### src/rtl/spa_pkg.sv
// Package with the shared constants, codes and control types of the sparse polynomial adder.
package spa_pkg;

    localparam int MAX_TERMS = 32;
    localparam int CNT_W     = $clog2(MAX_TERMS + 1);

    localparam logic [1:0] CMD_LOAD_A = 2'd0;
    localparam logic [1:0] CMD_LOAD_B = 2'd1;
    localparam logic [1:0] CMD_ADD    = 2'd2;
    localparam logic [1:0] CMD_CLEAR  = 2'd3;

    localparam logic [1:0] KIND_TERM   = 2'd0;
    localparam logic [1:0] KIND_ACCEPT = 2'd1;
    localparam logic [1:0] KIND_FULL   = 2'd2;
    localparam logic [1:0] KIND_EMPTY  = 2'd3;

    // Operation applied to a whole term chain.
    typedef struct packed {
        logic load;
        logic rotate;
        logic clear;
    } spa_chain_ctl_t;

    // Operation applied to one cell of a chain.
    typedef struct packed {
        logic insert;
        logic rotate;
    } spa_cell_ctl_t;

endpackage

### src/rtl/spa_cell.sv
// One term slot of a chain: holds a coefficient and an exponent and shifts with its neighbors.
module spa_cell
    import spa_pkg::*;
(
    input  logic                clk,
    input  spa_cell_ctl_t       ctl,
    input  logic                occ,
    input  logic                tail,
    input  logic                left_ge,
    input  logic signed [15:0]  new_coef,
    input  logic        [7:0]   new_expo,
    input  logic signed [15:0]  left_coef,
    input  logic        [7:0]   left_expo,
    input  logic signed [15:0]  right_coef,
    input  logic        [7:0]   right_expo,
    input  logic signed [15:0]  head_coef,
    input  logic        [7:0]   head_expo,
    output logic signed [15:0]  coef,
    output logic        [7:0]   expo,
    output logic                ge
);

    logic signed [15:0] coef_reg;
    logic signed [15:0] coef_next;
    logic        [7:0]  expo_reg;
    logic        [7:0]  expo_next;

    // An occupied slot whose exponent is not below the new one stays in place.
    assign ge = occ && (expo_reg >= new_expo);

    always_comb
    begin
        coef_next = coef_reg;
        expo_next = expo_reg;
        if (ctl.insert)
        begin
            if (!ge)
            begin
                if (left_ge)
                begin
                    coef_next = new_coef;
                    expo_next = new_expo;
                end
                else
                begin
                    coef_next = left_coef;
                    expo_next = left_expo;
                end
            end
        end
        else if (ctl.rotate)
        begin
            if (tail)
            begin
                coef_next = head_coef;
                expo_next = head_expo;
            end
            else
            begin
                coef_next = right_coef;
                expo_next = right_expo;
            end
        end
    end

    always_ff @(posedge clk)
    begin
        coef_reg <= coef_next;
        expo_reg <= expo_next;
    end

    assign coef = coef_reg;
    assign expo = expo_reg;

endmodule

### src/rtl/spa_chain.sv
// A row of term cells kept in descending exponent order, with its fill count.
module spa_chain
    import spa_pkg::*;
(
    input  logic                clk,
    input  logic                rst_n,
    input  spa_chain_ctl_t      ctl,
    input  logic signed [15:0]  new_coef,
    input  logic        [7:0]   new_expo,
    output logic signed [15:0]  head_coef,
    output logic        [7:0]   head_expo,
    output logic [CNT_W-1:0]    count,
    output logic                full
);

    logic [CNT_W-1:0]   count_reg;
    logic [CNT_W-1:0]   count_next;
    logic signed [15:0] coef_w [MAX_TERMS];
    logic        [7:0]  expo_w [MAX_TERMS];
    logic               ge_w   [MAX_TERMS];
    spa_cell_ctl_t      cell_ctl;

    assign full = (count_reg == CNT_W'(MAX_TERMS));
    assign cell_ctl.insert = ctl.load && !full;
    assign cell_ctl.rotate = ctl.rotate;

    always_comb
    begin
        count_next = count_reg;
        if (ctl.clear)
            count_next = '0;
        else if (cell_ctl.insert)
            count_next = count_reg + 1'b1;
    end

    always_ff @(posedge clk or negedge rst_n)
    begin
        if (!rst_n)
            count_reg <= '0;
        else
            count_reg <= count_next;
    end

    for (genvar i = 0; i < MAX_TERMS; i++)
    begin : g_cell
        logic               occ;
        logic               tail;
        logic               left_ge;
        logic signed [15:0] left_coef;
        logic        [7:0]  left_expo;
        logic signed [15:0] right_coef;
        logic        [7:0]  right_expo;

        assign occ  = CNT_W'(i) < count_reg;
        assign tail = CNT_W'(i + 1) == count_reg;

        if (i == 0)
        begin : g_first
            assign left_ge   = 1'b1;
            assign left_coef = new_coef;
            assign left_expo = new_expo;
        end
        else
        begin : g_inner
            assign left_ge   = ge_w[i-1];
            assign left_coef = coef_w[i-1];
            assign left_expo = expo_w[i-1];
        end

        if (i == MAX_TERMS - 1)
        begin : g_last
            assign right_coef = coef_w[0];
            assign right_expo = expo_w[0];
        end
        else
        begin : g_body
            assign right_coef = coef_w[i+1];
            assign right_expo = expo_w[i+1];
        end

        spa_cell u_cell (
            .clk        (clk),
            .ctl        (cell_ctl),
            .occ        (occ),
            .tail       (tail),
            .left_ge    (left_ge),
            .new_coef   (new_coef),
            .new_expo   (new_expo),
            .left_coef  (left_coef),
            .left_expo  (left_expo),
            .right_coef (right_coef),
            .right_expo (right_expo),
            .head_coef  (coef_w[0]),
            .head_expo  (expo_w[0]),
            .coef       (coef_w[i]),
            .expo       (expo_w[i]),
            .ge         (ge_w[i])
        );
    end

    assign head_coef = coef_w[0];
    assign head_expo = expo_w[0];
    assign count     = count_reg;

endmodule

### src/rtl/sparse_polynomial_adder_core.sv
// Top level of the sparse polynomial adder: command decode, merge sequencer and result register.
//
// The block keeps two sparse polynomials, A and B, each in a chain of term cells held in
// descending exponent order. Input items carry a command, a coefficient and an exponent on
// a valid/ready channel; result items leave on a second valid/ready channel.
// A load into A or B inserts the term in parallel: every cell decides on its own whether
// to keep its term, take the new one or take its left neighbor's. Its single result item
// (accepted or table full) is valid in the cycle after the item is accepted.
// An add walks both chains head first. Each merge step pops the head of A, of B or of both,
// and the popped chain rotates by one cell so the next term reaches its head; after the
// add each chain has turned once around and holds its terms unchanged. One sum term leaves
// per cycle while the result register is free; an add emits count_a + count_b terms at
// most (one merge step per emitted term, up to 2*MAX_TERMS). With both tables empty an
// add gives one empty result in the cycle after it is accepted. A clear empties both
// counts and gives no result.
// One item is worked on at a time: in_ready is high only while no add is in progress and
// the result register is free or being emptied. When the receiver stalls, the result
// register holds its item and the merge waits without losing a step.
// Reset clears both counts, the sequencer state and the result valid flag; the table
// contents need no clearing because only entries below the counts are ever read.
module sparse_polynomial_adder_core
    import spa_pkg::*;
(
    input  logic                clk,
    input  logic                rst_n,
    input  logic                in_valid,
    output logic                in_ready,
    input  logic [1:0]          command,
    input  logic signed [15:0]  coef,
    input  logic [7:0]          expo,
    output logic                out_valid,
    input  logic                out_ready,
    output logic [1:0]          kind,
    output logic signed [16:0]  sum_coef,
    output logic [7:0]          sum_expo,
    output logic                last
);

    typedef enum logic [1:0] {
        ST_IDLE  = 2'b01,
        ST_MERGE = 2'b10
    } state_t;

    state_t             state_reg;
    state_t             state_next;
    logic [CNT_W-1:0]   ia_reg;
    logic [CNT_W-1:0]   ia_next;
    logic [CNT_W-1:0]   ib_reg;
    logic [CNT_W-1:0]   ib_next;
    logic               out_valid_reg;
    logic               out_valid_next;
    logic [1:0]         kind_reg;
    logic [1:0]         kind_next;
    logic signed [16:0] sum_coef_reg;
    logic signed [16:0] sum_coef_next;
    logic [7:0]         sum_expo_reg;
    logic [7:0]         sum_expo_next;
    logic               last_reg;
    logic               last_next;

    spa_chain_ctl_t     ctl_a;
    spa_chain_ctl_t     ctl_b;
    logic signed [15:0] a_coef;
    logic        [7:0]  a_expo;
    logic signed [15:0] b_coef;
    logic        [7:0]  b_expo;
    logic [CNT_W-1:0]   count_a;
    logic [CNT_W-1:0]   count_b;
    logic               full_a;
    logic               full_b;

    logic               out_free;
    logic               accept;
    logic               step;
    logic               a_has;
    logic               b_has;
    logic               pop_a;
    logic               pop_b;
    logic               a_more;
    logic               b_more;

    assign out_free = !out_valid_reg || out_ready;
    assign in_ready = (state_reg == ST_IDLE) && out_free;
    assign accept   = in_valid && in_ready;
    assign step     = (state_reg == ST_MERGE) && out_free;

    // Merge decision on the two chain heads.
    assign a_has = ia_reg < count_a;
    assign b_has = ib_reg < count_b;

    always_comb
    begin
        pop_a = 1'b0;
        pop_b = 1'b0;
        if (a_has && b_has && (a_expo == b_expo))
        begin
            pop_a = 1'b1;
            pop_b = 1'b1;
        end
        else if (!b_has || (a_has && (a_expo > b_expo)))
            pop_a = 1'b1;
        else
            pop_b = 1'b1;
    end

    assign a_more = pop_a ? ((ia_reg + 1'b1) < count_a) : a_has;
    assign b_more = pop_b ? ((ib_reg + 1'b1) < count_b) : b_has;

    assign ctl_a.load   = accept && (command == CMD_LOAD_A);
    assign ctl_a.rotate = step && pop_a;
    assign ctl_a.clear  = accept && (command == CMD_CLEAR);
    assign ctl_b.load   = accept && (command == CMD_LOAD_B);
    assign ctl_b.rotate = step && pop_b;
    assign ctl_b.clear  = accept && (command == CMD_CLEAR);

    always_comb
    begin
        state_next     = state_reg;
        ia_next        = ia_reg;
        ib_next        = ib_reg;
        out_valid_next = out_valid_reg && !out_ready;
        kind_next      = kind_reg;
        sum_coef_next  = sum_coef_reg;
        sum_expo_next  = sum_expo_reg;
        last_next      = last_reg;

        case (state_reg)
            ST_IDLE:
            begin
                if (accept)
                begin
                    case (command)
                        CMD_LOAD_A, CMD_LOAD_B:
                        begin
                            out_valid_next = 1'b1;
                            sum_coef_next  = '0;
                            sum_expo_next  = '0;
                            last_next      = 1'b1;
                            if ((command == CMD_LOAD_A) ? full_a : full_b)
                                kind_next = KIND_FULL;
                            else
                                kind_next = KIND_ACCEPT;
                        end
                        CMD_ADD:
                        begin
                            if ((count_a == '0) && (count_b == '0))
                            begin
                                out_valid_next = 1'b1;
                                kind_next      = KIND_EMPTY;
                                sum_coef_next  = '0;
                                sum_expo_next  = '0;
                                last_next      = 1'b1;
                            end
                            else
                            begin
                                state_next = ST_MERGE;
                                ia_next    = '0;
                                ib_next    = '0;
                            end
                        end
                        default:
                        begin
                            // Clear: the chains drop their counts, no result.
                        end
                    endcase
                end
            end
            ST_MERGE:
            begin
                if (step)
                begin
                    out_valid_next = 1'b1;
                    kind_next      = KIND_TERM;
                    last_next      = !(a_more || b_more);
                    if (pop_a && pop_b)
                    begin
                        sum_coef_next = 17'(a_coef) + 17'(b_coef);
                        sum_expo_next = a_expo;
                    end
                    else if (pop_a)
                    begin
                        sum_coef_next = 17'(a_coef);
                        sum_expo_next = a_expo;
                    end
                    else
                    begin
                        sum_coef_next = 17'(b_coef);
                        sum_expo_next = b_expo;
                    end
                    if (pop_a)
                        ia_next = ia_reg + 1'b1;
                    if (pop_b)
                        ib_next = ib_reg + 1'b1;
                    if (!(a_more || b_more))
                        state_next = ST_IDLE;
                end
            end
            default:
            begin
                state_next = ST_IDLE;
            end
        endcase
    end

    always_ff @(posedge clk or negedge rst_n)
    begin
        if (!rst_n)
        begin
            state_reg     <= ST_IDLE;
            ia_reg        <= '0;
            ib_reg        <= '0;
            out_valid_reg <= 1'b0;
        end
        else
        begin
            state_reg     <= state_next;
            ia_reg        <= ia_next;
            ib_reg        <= ib_next;
            out_valid_reg <= out_valid_next;
        end
    end

    // Result payload carries no reset; out_valid_reg qualifies it.
    always_ff @(posedge clk)
    begin
        kind_reg     <= kind_next;
        sum_coef_reg <= sum_coef_next;
        sum_expo_reg <= sum_expo_next;
        last_reg     <= last_next;
    end

    spa_chain u_chain_a (
        .clk       (clk),
        .rst_n     (rst_n),
        .ctl       (ctl_a),
        .new_coef  (coef),
        .new_expo  (expo),
        .head_coef (a_coef),
        .head_expo (a_expo),
        .count     (count_a),
        .full      (full_a)
    );

    spa_chain u_chain_b (
        .clk       (clk),
        .rst_n     (rst_n),
        .ctl       (ctl_b),
        .new_coef  (coef),
        .new_expo  (expo),
        .head_coef (b_coef),
        .head_expo (b_expo),
        .count     (count_b),
        .full      (full_b)
    );

    assign out_valid = out_valid_reg;
    assign kind      = kind_reg;
    assign sum_coef  = sum_coef_reg;
    assign sum_expo  = sum_expo_reg;
    assign last      = last_reg;

endmodule

### config.mk
export PLATFORM = sky130hd
export DESIGN_NAME = sparse_polynomial_adder_core
export DESIGN_NICKNAME = d
export VERILOG_FILES = /design/src/rtl/spa_pkg.sv /design/src/rtl/spa_cell.sv /design/src/rtl/spa_chain.sv /design/src/rtl/sparse_polynomial_adder_core.sv
export SDC_FILE = /design/constraint.sdc
export NUM_CORES = 2
export LEC_CHECK = 0
export BUFFER_PORTS_ARGS = -buffer_cell sky130_fd_sc_hd__buf_2
export CAP_MARGIN = 20
export CELL_PAD_IN_SITES_DETAIL_PLACEMENT = 1
export CELL_PAD_IN_SITES_GLOBAL_PLACEMENT = 2
export CORE_UTILIZATION = 30
export CTS_CLUSTER_SIZE = 14
export DETAILED_ROUTE_END_ITERATION = 7
export HOLD_SLACK_MARGIN = 0.03
export PLACE_DENSITY = 0.61
export SETUP_SLACK_MARGIN = 0.05
export SYNTH_ARGS = -nofsm -noshare
export SYNTH_HDL_FRONTEND = slang
export SYNTH_SLANG_ARGS = --single-unit
### constraint.sdc
create_clock -name clk -period 4.44 [get_ports clk]
set_clock_uncertainty 0.15 [all_clocks]
set_input_delay 0 -clock clk [delete_from_list [all_inputs] [get_ports clk]]
set_output_delay 0 -clock clk [all_outputs]
set_load 0.02 [all_outputs]
==> results.yml <==
grt:
  gr-total-overflow: 0
  grt_pass1_wl_um: 714700
  grt_max_degree: 145
  grt_usage_pct: 27.04
  antenna_found_initial: 41
  grt_pass1_vias: 96580
finish:
  nets: 11080
  area_growth_pct: 13.12
  finish.utilization_pct: 34.11
  drive_gt1_share_pct: 13.77
  stdcell_count: 15420
  fin_area_um2: 122500
clock_tree:
  insertion_delay_ns: 0.91
  cts.sinks: 1591
  cts_buffers: 202
  clockBufferDepth: 4
  clk_pin_slew_ns: 0.06
  cts_setup_buffers: 0
  root_buffer: "clkbuf_16"
  cts_max_level: 4
  cts_tree: "done"
sta:
  finalSetupTns_ns: 0
  tightest_slew_ns: 1.169
  clock.fmax_ghz: 0.2332
  final.period_utilization_pct: 96.57
  finalSetupViolCount: 0
  relSlewSlack_pct: 21.21
  worst_slack_ns: 0.1521
  post-route-min-period_ns: 4.288
  final-max-slew-violation-count: 0
  fin_hold_ws_ns: 0.1471
  rsz0062_at_grt: "false"
  hold_viol: 0
critical_path:
  cp-start-kind: "flip-flop"
  worstPathMaxFanout: 89
  critical_path_class: "flip-flop to flip-flop"
  crit_slowest_cell: "or3_4"
  endpoint_kind: "flip-flop"
  cp_cell_sequence: "inv_1 > ha_1 > inv_1 > o41ai_2 > or3_4 > buf_4 > buf_12 > nand2_1 > o21ai_0"
  cp.required_ns: 4.83
  ff2ff_setup_slack_ns: 0.15
  cp.arrival_ns: 4.68
  slowest_delay_ns: 0.67
  path_common_cell: "inv_1"
floorplanning:
  dieWidth_um: 602.9
  ios: 60
  die_height_um: 602.9
  die-area_um2: 363500
  num_rows: 220
  core_area_um2: 359200
  initial_core_util_pct: 30.16
pwr:
  powerDensity_nw_per_um2: 455.2
  vdd_ir_drop_max_mv: 0.2931
  leakagePower_nw: 44.96
  p_total_mw: 55.78
routing:
  first_pass_iters: 7
  initialDrtViolationCount: 7053
  totalWireLength_um: 508300
  wl_per_cell_um: 32.97
  route.detailed.drc: 0
  vias: 91070
  ant_nets: 0
  vias_per_cell: 5.907
run_status:
  status: "complete, no violations"
logic_synthesis:
  syn_inst: 10780
  synth_fp_nets: 11380
  synth-edff-count: 1564
  yosysMostFrequentCell: "edfxtp_1"
  yosysSeqAreaShare_pct: 43.98
  synthArstFlopShare_pct: 1.697
  yosys_warnings: 0
  synthFlopType: "edfxtp_1"
  yosys.area.top_type: "edfxtp_1"
  synth.cell_area_um2: 108300
  syn_avg_cell_area_um2: 10.05
  ys_ff_latch: 1591
  ys_top_cells_by_area: "edfxtp_1 43%, mux2i_1 10%, ha_1 6.6%, o21ai_0 4.4%, a21oi_1 4.2%"
  synth_cell_types: 87
  synth_common_cells: "1564 x edfxtp_1, 1129 x mux2i_1, 1074 x nand2_1"
  yosysTopAreaCellShare_pct: 43.35
place:
  pre_cts_slack_ns: 0.1652
  finalWeightedCongestion: 0.8946
  placed_cells: 15010
  numPortBuffers: 59
  dp_hpwl_um: 357300
  postPlaceCellArea_um2: 115900
job:
  maxCapViolations: 0
hold_path:
  hold_class: "input pin to flip-flop"
==> repair_timing <==
item	in CTS	in global routing
hold buffers	36	0
resized for setup	0	0
hold endpoints to repair	696	0
==> final timing paths <==
| check | start | to | cells past startpoint |
|---|---|---|---|
| max | u_chain_b.count[1] | u_chain_b.g_cell[0].u_cell.expo[4] | 9 |
| min | expo[6] | u_chain_b.g_cell[2].u_cell.expo[6] | 4 |
| max reg2reg | u_chain_b.count[1] | u_chain_b.g_cell[0].u_cell.expo[4] | 9 |
| min reg2reg | u_chain_b.g_cell[1].u_cell.coef[14] | u_chain_b.g_cell[0].u_cell.coef[14] | 2 |
| max in group asynchronous | rst_n | state_reg[0] | 5 |
| min in group asynchronous | rst_n | out_valid | 5 |
==> cell families after synthesis <==
group / Yosys count / synth area share [%]
adders and majority gates: 569 / 6.579
AOI/OAI and AO/OA: 3254 / 20.51
buffers and inverters: 1293 / 5.080
muxes: 1212 / 11.29
DFF: 1591 / 43.98
xor gates and xnor gates: 26 / 0.2102
and+or+nand+nor: 2833 / 12.35
==> where the power goes <==
| part | total, mW | switching [mW] | internal, mW |
|---|---|---|---|
| Combinational | 17.5 | 11.9 | 5.66 |
| Clock | 16.7 | 7.31 | 9.41 |
| Sequential | 21.5 | 1.59 | 19.9 |
==> layer usage <==
metal	wire length (um)	track usage, %	vias up
li1	-	-	40360
met1	197700	30.99	47020
met2	255400	48.48	2603
met3	22060	3.128	1071
met4	33060	15.55	6
met5	38	0	-
==> layout by cell type (no fill, tap or decap), types with 34 or more instances in the layout <==
master,netlist,routed
a211oi_1,509,500
a21o_1,66,66
a21oi_1,902,900
a221oi_1,221,221
a221oi_2,264,264
buf_12,0,98
buf_2,264,35
buf_4,26,468
clkbuf_1,757,43
clkbuf_16,0,204
clkinv_1,2,34
clkinv_2,0,50
dlygate4sd3_1,0,35
edfxtp_1,1564,1564
ha_1,568,568
inv_1,149,135
mux2_2,83,83
mux2i_1,1129,1129
nand2_1,1074,1068
nand2b_1,62,62
nand3_1,105,89
nor2_1,427,402
nor2_4,16,36
nor2b_1,450,450
nor3_1,532,523
nor4_1,46,45
o211ai_1,42,42
o21a_1,52,52
o21ai_0,959,916
o21ai_2,0,42
o221ai_1,51,49
o22ai_1,61,59
==> critical path, delay by kind of cell, from the launching register on <==
kind                       cells  cell delay [ns]
AOI/OAI and AO/OA              2             0.96
adders and majority gates      1             0.40
buffers and inverters          4             1.01
DFF                            1             0.39
and+or+nand+nor                2             0.88
==> layout make-up <==
class / count / area, um2
Fill cell: 39850 / 236700
Multi-Input combinational cell: 7894 / 56000
Sequential cell: 1591 / 47640
Timing Repair Buffer: 637 / 6012
Tap cell: 4773 / 5972
Clock buffer: 253 / 5349
Clock inverter: 106 / 948.4
Inverter: 154 / 600.6
Antenna cell: 9 / 22.52
(Power assumes the default switching activity.)
